File: config.mk
export PLATFORM = sky130hd
export DESIGN_NAME = utf8_validate_whitespace_trim_top
export DESIGN_NICKNAME = d
export VERILOG_FILES = /design/src/rtl/uvwt_pkg.sv /design/src/rtl/uvwt_decode.sv /design/src/rtl/uvwt_bounds.sv /design/src/rtl/utf8_validate_whitespace_trim_top.sv
export SDC_FILE = /design/constraint.sdc
export NUM_CORES = 1
export LEC_CHECK = 0
export BUFFER_PORTS_ARGS = -buffer_cell sky130_fd_sc_hd__buf_2
export CORE_ASPECT_RATIO = 1.4
export CORE_UTILIZATION = 50
export DETAILED_ROUTE_END_ITERATION = 10
export GPL_TIMING_DRIVEN = 0
export PLACE_DENSITY = 0.7
export SYNTH_ARGS = -nofsm -noshare
export SYNTH_HDL_FRONTEND = slang
export SYNTH_SLANG_ARGS = --single-unit
export TNS_END_PERCENT = 10
File: constraint.sdc
create_clock -name clk -period 10.85 [get_ports clk]
set_clock_uncertainty 0.2 [all_clocks]
set_input_delay 3.255 -clock clk [delete_from_list [all_inputs] [get_ports clk]]
set_output_delay 3.255 -clock clk [all_outputs]
set_load 0.01 [all_outputs]
File: src/rtl/uvwt_pkg.sv
// Shared types, constants and the whitespace classifier for the UTF-8 trim block.
`default_nettype none

package uvwt_pkg;

    // Result status codes.
    typedef enum logic [1:0] {
        STATUS_OK       = 2'd0,
        STATUS_INVALID  = 2'd1,
        STATUS_TOO_LONG = 2'd2
    } status_t;

    // Width of the sequence currently being decoded.
    localparam logic [2:0] SEQ_NONE = 3'd0;
    localparam logic [2:0] SEQ_W1   = 3'd1;
    localparam logic [2:0] SEQ_W2   = 3'd2;
    localparam logic [2:0] SEQ_W3   = 3'd3;
    localparam logic [2:0] SEQ_W4   = 3'd4;

    // Lead byte ranges.
    localparam logic [7:0] LEAD2_MIN = 8'hc2;
    localparam logic [7:0] LEAD2_MAX = 8'hdf;
    localparam logic [7:0] LEAD3_MIN = 8'he0;
    localparam logic [7:0] LEAD3_MAX = 8'hef;
    localparam logic [7:0] LEAD4_MIN = 8'hf0;
    localparam logic [7:0] LEAD4_MAX = 8'hf4;

    // Codepoint limits.
    localparam logic [20:0] CP_MIN3    = 21'h000800;
    localparam logic [20:0] CP_MIN4    = 21'h010000;
    localparam logic [20:0] CP_MAX     = 21'h10ffff;
    localparam logic [20:0] CP_SURR_LO = 21'h00d800;
    localparam logic [20:0] CP_SURR_HI = 21'h00dfff;

    // Per-byte event from the decoder to the offset tracker.
    typedef struct packed {
        logic lead;      // byte opened a new sequence (valid or not)
        logic cp_ok;     // a well-formed codepoint finished on this byte
        logic nonspace;  // that codepoint is outside the strip set
        logic error;     // string is invalid as of this byte
    } dec_ev_t;

    // Result item as it leaves the tracker.
    typedef struct packed {
        status_t     status;
        logic [15:0] trim_begin;
        logic [15:0] trim_end;
        logic [15:0] total_length;
    } result_t;

    function automatic logic is_strip_space(input logic [20:0] c);
        logic hit;
        hit = (c >= 21'h000009 && c <= 21'h00000d) ||
              (c >= 21'h00001c && c <= 21'h000020) ||
              (c == 21'h000085) || (c == 21'h0000a0) || (c == 21'h001680) ||
              (c >= 21'h002000 && c <= 21'h00200a) ||
              (c == 21'h002028) || (c == 21'h002029) ||
              (c == 21'h00202f) || (c == 21'h00205f) || (c == 21'h003000);
        return hit;
    endfunction

endpackage

`default_nettype wire

File: src/rtl/uvwt_decode.sv
// Strict UTF-8 decoder: tracks the open sequence and flags codepoints and errors per byte.
`default_nettype none

module uvwt_decode
    import uvwt_pkg::*;
(
    input  wire logic       clk,
    input  wire logic       rst_n,
    input  wire logic       step,
    input  wire logic [7:0] data_byte,
    input  wire logic       last_byte,
    output dec_ev_t         ev
);

    logic [1:0]  rem_reg, rem_next;
    logic [2:0]  width_reg, width_next;
    logic [20:0] pv_reg, pv_next;
    logic        err_reg, err_next;
    logic        cp_end;
    logic        cp_bad;

    always_comb
    begin
        rem_next   = rem_reg;
        width_next = width_reg;
        pv_next    = pv_reg;
        err_next   = err_reg;
        cp_end     = 1'b0;
        cp_bad     = 1'b0;
        ev         = '0;

        if (step)
        begin
            if (!err_reg)
            begin
                if (rem_reg == 2'd0)
                begin
                    ev.lead = 1'b1;
                    priority if (!data_byte[7])
                    begin
                        width_next = SEQ_W1;
                        pv_next    = {13'd0, data_byte};
                        cp_end     = 1'b1;
                    end
                    else if (data_byte >= LEAD2_MIN && data_byte <= LEAD2_MAX)
                    begin
                        width_next = SEQ_W2;
                        pv_next    = {16'd0, data_byte[4:0]};
                        rem_next   = 2'd1;
                    end
                    else if (data_byte >= LEAD3_MIN && data_byte <= LEAD3_MAX)
                    begin
                        width_next = SEQ_W3;
                        pv_next    = {17'd0, data_byte[3:0]};
                        rem_next   = 2'd2;
                    end
                    else if (data_byte >= LEAD4_MIN && data_byte <= LEAD4_MAX)
                    begin
                        width_next = SEQ_W4;
                        pv_next    = {18'd0, data_byte[2:0]};
                        rem_next   = 2'd3;
                    end
                    else
                    begin
                        err_next = 1'b1;
                    end
                end
                else if (data_byte[7:6] != 2'b10)
                begin
                    err_next = 1'b1;
                end
                else
                begin
                    pv_next  = {pv_reg[14:0], data_byte[5:0]};
                    rem_next = rem_reg - 2'd1;
                    cp_end   = (rem_reg == 2'd1);
                end

                if (cp_end)
                begin
                    cp_bad = (width_next == SEQ_W3 && pv_next < CP_MIN3) ||
                             (width_next == SEQ_W4 && pv_next < CP_MIN4) ||
                             (pv_next > CP_MAX) ||
                             (pv_next >= CP_SURR_LO && pv_next <= CP_SURR_HI);
                    if (cp_bad)
                    begin
                        err_next = 1'b1;
                    end
                    else
                    begin
                        ev.cp_ok    = 1'b1;
                        ev.nonspace = !is_strip_space(pv_next);
                    end
                end
            end

            // A sequence still open at the end of the string is an error.
            if (last_byte && rem_next != 2'd0)
            begin
                err_next = 1'b1;
            end

            ev.error = err_next;

            if (last_byte)
            begin
                rem_next   = 2'd0;
                width_next = SEQ_NONE;
                pv_next    = '0;
                err_next   = 1'b0;
            end
        end
    end

    always_ff @(posedge clk or negedge rst_n)
    begin
        if (!rst_n)
        begin
            rem_reg   <= 2'd0;
            width_reg <= SEQ_NONE;
            pv_reg    <= '0;
            err_reg   <= 1'b0;
        end
        else
        begin
            rem_reg   <= rem_next;
            width_reg <= width_next;
            pv_reg    <= pv_next;
            err_reg   <= err_next;
        end
    end

endmodule

`default_nettype wire

File: src/rtl/uvwt_bounds.sv
// Byte counter and trim offset tracker; forms the result fields on the final byte.
`default_nettype none

module uvwt_bounds
    import uvwt_pkg::*;
#(
    parameter int LENGTH_BITS = 16
)
(
    input  wire logic    clk,
    input  wire logic    rst_n,
    input  wire logic    step,
    input  wire logic    last_byte,
    input  wire dec_ev_t ev,
    output result_t      res
);

    localparam logic [LENGTH_BITS-1:0] MAXLEN = {LENGTH_BITS{1'b1}};

    logic [LENGTH_BITS:0]   count_reg, count_next, count_upd, pos_inc;
    logic [LENGTH_BITS-1:0] start_reg, start_next, start_upd;
    logic [LENGTH_BITS-1:0] first_reg, first_next, first_upd;
    logic [LENGTH_BITS-1:0] end_reg, end_next, end_upd;
    logic                   seen_reg, seen_next, seen_upd;
    logic [LENGTH_BITS-1:0] pos_sat, inc_sat, cur_start, len_sat;
    logic                   hit;

    always_comb
    begin
        pos_inc   = count_reg + {{LENGTH_BITS{1'b0}}, 1'b1};
        pos_sat   = count_reg[LENGTH_BITS] ? MAXLEN : count_reg[LENGTH_BITS-1:0];
        inc_sat   = pos_inc[LENGTH_BITS] ? MAXLEN : pos_inc[LENGTH_BITS-1:0];

        // The counter stops one past the largest offset so that too-long is visible.
        count_upd = step ? (count_reg[LENGTH_BITS] ? count_reg : pos_inc) : count_reg;
        start_upd = (step && ev.lead) ? pos_sat : start_reg;
        cur_start = ev.lead ? pos_sat : start_reg;

        hit       = step && ev.cp_ok && ev.nonspace;
        first_upd = (hit && !seen_reg) ? cur_start : first_reg;
        end_upd   = hit ? inc_sat : end_reg;
        seen_upd  = seen_reg || hit;

        len_sat   = count_upd[LENGTH_BITS] ? MAXLEN : count_upd[LENGTH_BITS-1:0];

        res.total_length = 16'(len_sat);
        if (ev.error)
        begin
            res.status     = STATUS_INVALID;
            res.trim_begin = 16'd0;
            res.trim_end   = 16'd0;
        end
        else
        begin
            res.status     = count_upd[LENGTH_BITS] ? STATUS_TOO_LONG : STATUS_OK;
            res.trim_begin = seen_upd ? 16'(first_upd) : 16'(len_sat);
            res.trim_end   = seen_upd ? 16'(end_upd) : 16'(len_sat);
        end

        if (step && last_byte)
        begin
            count_next = '0;
            start_next = '0;
            first_next = '0;
            end_next   = '0;
            seen_next  = 1'b0;
        end
        else
        begin
            count_next = count_upd;
            start_next = start_upd;
            first_next = first_upd;
            end_next   = end_upd;
            seen_next  = seen_upd;
        end
    end

    always_ff @(posedge clk or negedge rst_n)
    begin
        if (!rst_n)
        begin
            count_reg <= '0;
            start_reg <= '0;
            first_reg <= '0;
            end_reg   <= '0;
            seen_reg  <= 1'b0;
        end
        else
        begin
            count_reg <= count_next;
            start_reg <= start_next;
            first_reg <= first_next;
            end_reg   <= end_next;
            seen_reg  <= seen_next;
        end
    end

endmodule

`default_nettype wire

File: src/rtl/utf8_validate_whitespace_trim_top.sv
// Top level: input register, per-byte decode and offset tracking, result register.
// Throughput: one byte per clock cycle, sustained, including back-to-back strings.
// The edge that accepts the final byte loads the input register; the result register is then
// loaded through decode and tracking once it is free to take the result.
// Strings of any length are taken byte by byte; a held result stalls only the final byte.
// Reset (rst_n low, asynchronous) clears the decoder, counters and both valid flags.
`default_nettype none

module utf8_validate_whitespace_trim_top
    import uvwt_pkg::*;
#(
    parameter int LENGTH_BITS = 16
)
(
    input  wire logic        clk,
    input  wire logic        rst_n,
    input  wire logic        byte_valid,
    output logic             byte_ready,
    input  wire logic [7:0]  data_byte,
    input  wire logic        last_byte,
    output logic             result_valid,
    input  wire logic        result_ready,
    output logic [1:0]       status,
    output logic [15:0]      trim_begin,
    output logic [15:0]      trim_end,
    output logic [15:0]      total_length
);

    logic        in_vld_reg, in_vld_next;
    logic [7:0]  in_byte_reg;
    logic        in_last_reg;
    logic        res_vld_reg, res_vld_next;
    result_t     res_reg;
    result_t     res_comb;
    dec_ev_t     ev;
    logic        res_free;
    logic        step;
    logic        take;

    // A final byte may only be processed when the result register can take its request.
    assign res_free   = !res_vld_reg || result_ready;
    assign step       = in_vld_reg && (!in_last_reg || res_free);
    assign byte_ready = !in_vld_reg || step;
    assign take       = byte_valid && byte_ready;

    always_comb
    begin
        in_vld_next = take ? 1'b1 : (step ? 1'b0 : in_vld_reg);
        if (step && in_last_reg)
        begin
            res_vld_next = 1'b1;
        end
        else if (result_ready)
        begin
            res_vld_next = 1'b0;
        end
        else
        begin
            res_vld_next = res_vld_reg;
        end
    end

    uvwt_decode u_decode (
        .clk       (clk),
        .rst_n     (rst_n),
        .step      (step),
        .data_byte (in_byte_reg),
        .last_byte (in_last_reg),
        .ev        (ev)
    );

    uvwt_bounds #(
        .LENGTH_BITS (LENGTH_BITS)
    ) u_bounds (
        .clk       (clk),
        .rst_n     (rst_n),
        .step      (step),
        .last_byte (in_last_reg),
        .ev        (ev),
        .res       (res_comb)
    );

    always_ff @(posedge clk or negedge rst_n)
    begin
        if (!rst_n)
        begin
            in_vld_reg  <= 1'b0;
            res_vld_reg <= 1'b0;
        end
        else
        begin
            in_vld_reg  <= in_vld_next;
            res_vld_reg <= res_vld_next;
        end
    end

    always_ff @(posedge clk)
    begin
        if (take)
        begin
            in_byte_reg <= data_byte;
            in_last_reg <= last_byte;
        end
        if (step && in_last_reg)
        begin
            res_reg <= res_comb;
        end
    end

    assign result_valid = res_vld_reg;
    assign status       = res_reg.status;
    assign trim_begin   = res_reg.trim_begin;
    assign trim_end     = res_reg.trim_end;
    assign total_length = res_reg.total_length;

endmodule

`default_nettype wire

==> run summary <==
status: finished clean
Yosys top cell by area: dfrtp_1
leading cell types by count after synthesis: 98 x nor2_1, 95 x dfrtp_1, 89 x nand2_1
syn_area_per_cell: 9.81 sq um
Cell Area, Synth: 8720 sq um
critical path class: input pin to output pin
DIE WIDTH: 114 um
Post-synth EDFFs: 59
number of buffers created by CTS: 17
cell with the most instances after synthesis: nor2_1
Vias: 7475
die area: 18000 sq um
Hold Buf Count CTS: 0
final total power: 0.00212 W
Design Area, Final: 9950 sq um
VDD IR-drop max: 0.119 mV
max reg flops: 21
final worst path period share: 66.3%
Hold Crit Class: register to register
relative slew slack: 38.0%
CP Max Fanout: 3
top-area cell type share of the netlist area: 27.3%
share of cells above drive strength 1: 16.0%
Worst EP arrival: 3740 ps
ys flop type: dfrtp_1
WL final: 26600 um
Ys Warns: 0
Layout area overhead: 14.0%
f_max: 0.139 GHz
Leak: 4.49 nW
DR pass1 iterations: 5
ANT cells: 0
Die Span Y: 158 um
CTS tree: done
# resized after CTS: 0
Starting Density: 51.7%
Post-synth ARST share: 61.7%
clk sink count: 154
largest net degree at the start of global routing: 61
GR Util All Layers: 30.8%
# nets final: 992
# rows: 56
endpoints failing setup: 0
crit end category: output pin
Placer Congestion: 0.954
final hold vios: 0
DP Area: 9390 sq um
post-route setup TNS: 0 ps
post-place setup slack: 3660 ps
post-route setup slack: 3660 ps
first-pass GRT wire length: 41000 um
num ports: 65
Clk Latency, worst-skew pair: 430 ps
pwr/cell area: 213 nW/um^2
max_cap viols: 0
Critical Path Source Type: input pin
DRC violations left: 0
H-tree levels: 4
core area: 16900 sq um
Clock Pin Slew Worst Setup and Hold Paths: 60 ps
Mapped Nets: 907
Max Slew Vio Count: 0
unrepaired setup endpoints after global routing: no
DP Wirelength: 19700 um
CP Data Required Time: 7400 ps
Worst-Margin Slew: 923 ps
min cycle time layout: 7190 ps
setup bufs post-CTS: 0
GRT overflow: 0
I/O Buffers: 64
unique cell type count in the Yosys netlist: 83
clk buf depth: 2
top cells by area, synth: dfrtp_1 27%, edfxtp_1 20%, nor2_1 4.2%
Final ANT Viol Nets: 0
DR WL/cell: 21.9 um
DR iter-0 viols: 757
initial antenna violation count: 0
root buf cell: clkbuf_16
vias in the first global route: 7317
#FFs+latches synth: 154
sequential fraction of the synthesis area: 47.6%
final core occ: 58.9%
Syn Inst Count: 889
DR vias/cell: 6.13
[cells by family (layout without fill, tap and decap cells)]
| logic type | count (synthesis) | after routing | synth area share [%] |
|---|---|---|---|
| mux | 27 | 27 | 3.80 |
| flops | 154 | 154 | 47.6 |
| xor+xnor | 28 | 28 | 2.81 |
| buf+inv | 100 | 198 | 5.16 |
| simple gates | 335 | 335 | 19.1 |
| compound gates | 240 | 240 | 20.8 |
| fa+ha+maj | 5 | 5 | 0.717 |
[critical path, cell delays in order]
cell	delay [ps]
buf_2	110
nand4b_1	200
buf_2	170
[routing by layer]
metal / track usage (%) / part of all wire, %
met1: 34.5 / 38
met2: 53.9 / 51
met3: 4.53 / 4.4
met4: 21.6 / 6.7
met5: 0 / 0
[metrics by stage]
stage / cells / hold slack [ps]
2_1_floorplan: 889 / 250
3_3_place_gp: 1185 / 267
3_5_place_dp: 1187 / 280
4_1_cts: 1219 / 294
5_1_grt: 1219 / 302
6_report: 1219 / 284
[area by class of cell]
cell class	count	area, sq um
flip-flops and latches	154	4150
plain buffers	69	335
multi-input cells	635	4120
clock inverters	11	121
well taps	232	290
inverters	31	116
repair buffers	66	370
clock buffers	21	440
fillers	1484	6940
[where the power goes]
part | internal, W | total [W] | switching (W)
logic | 0.000280 | 0.000795 | 0.000515
clock network | 0.000338 | 0.000580 | 0.000242
registers | 0.000701 | 0.000745 | 0.0000439
[worst paths after layout]
path / startpoint / depth (start not counted) / slack, ps / endpoint
setup / recovery: result_ready / 3 / 3660 / byte_ready
hold / removal: u_decode.width_reg[1]$_DFFE_PN0P_ / 2 / 280 / u_decode.width_reg[1]$_DFFE_PN0P_
setup reg to reg: u_decode.rem_reg[0]$_DFFE_PN0P_ / 14 / 6170 / trim_end[15]$_SDFFCE_PP0P_
hold reg to reg: u_decode.width_reg[1]$_DFFE_PN0P_ / 2 / 280 / u_decode.width_reg[1]$_DFFE_PN0P_
max in group asynchronous: rst_n / 2 / 7140 / u_bounds.end_reg[1]$_DFF_PN0_
min in group asynchronous: rst_n / 1 / 2600 / u_decode.pv_reg[1]$_DFFE_PN0P_
[placed cells by master (no fill, tap or decap), types with 6 or more instances in the layout]
cell type,instances
o211ai_1,11
nor3_1,21
or3_1,6
clkbuf_1,47
and2_1,19
a32oi_1,13
mux2_2,7
xor2_1,18
mux2_4,10
clkbuf_16,17
edfxtp_1,59
o31ai_1,6
nor2_1,98
buf_2,81
o21ai_0,33
nand2b_1,7
dfrtp_1,95
nand3_1,22
inv_1,30
and3_1,7
nor2b_1,8
a21o_1,6
mux2i_1,8
xnor2_1,10
a22o_1,16
o21a_1,23
o211a_1,35
nand3b_1,6
a21oi_1,42
nand2_1,89
nand4_1,18
No activity file was read; power rests on OpenSTA's default activity.
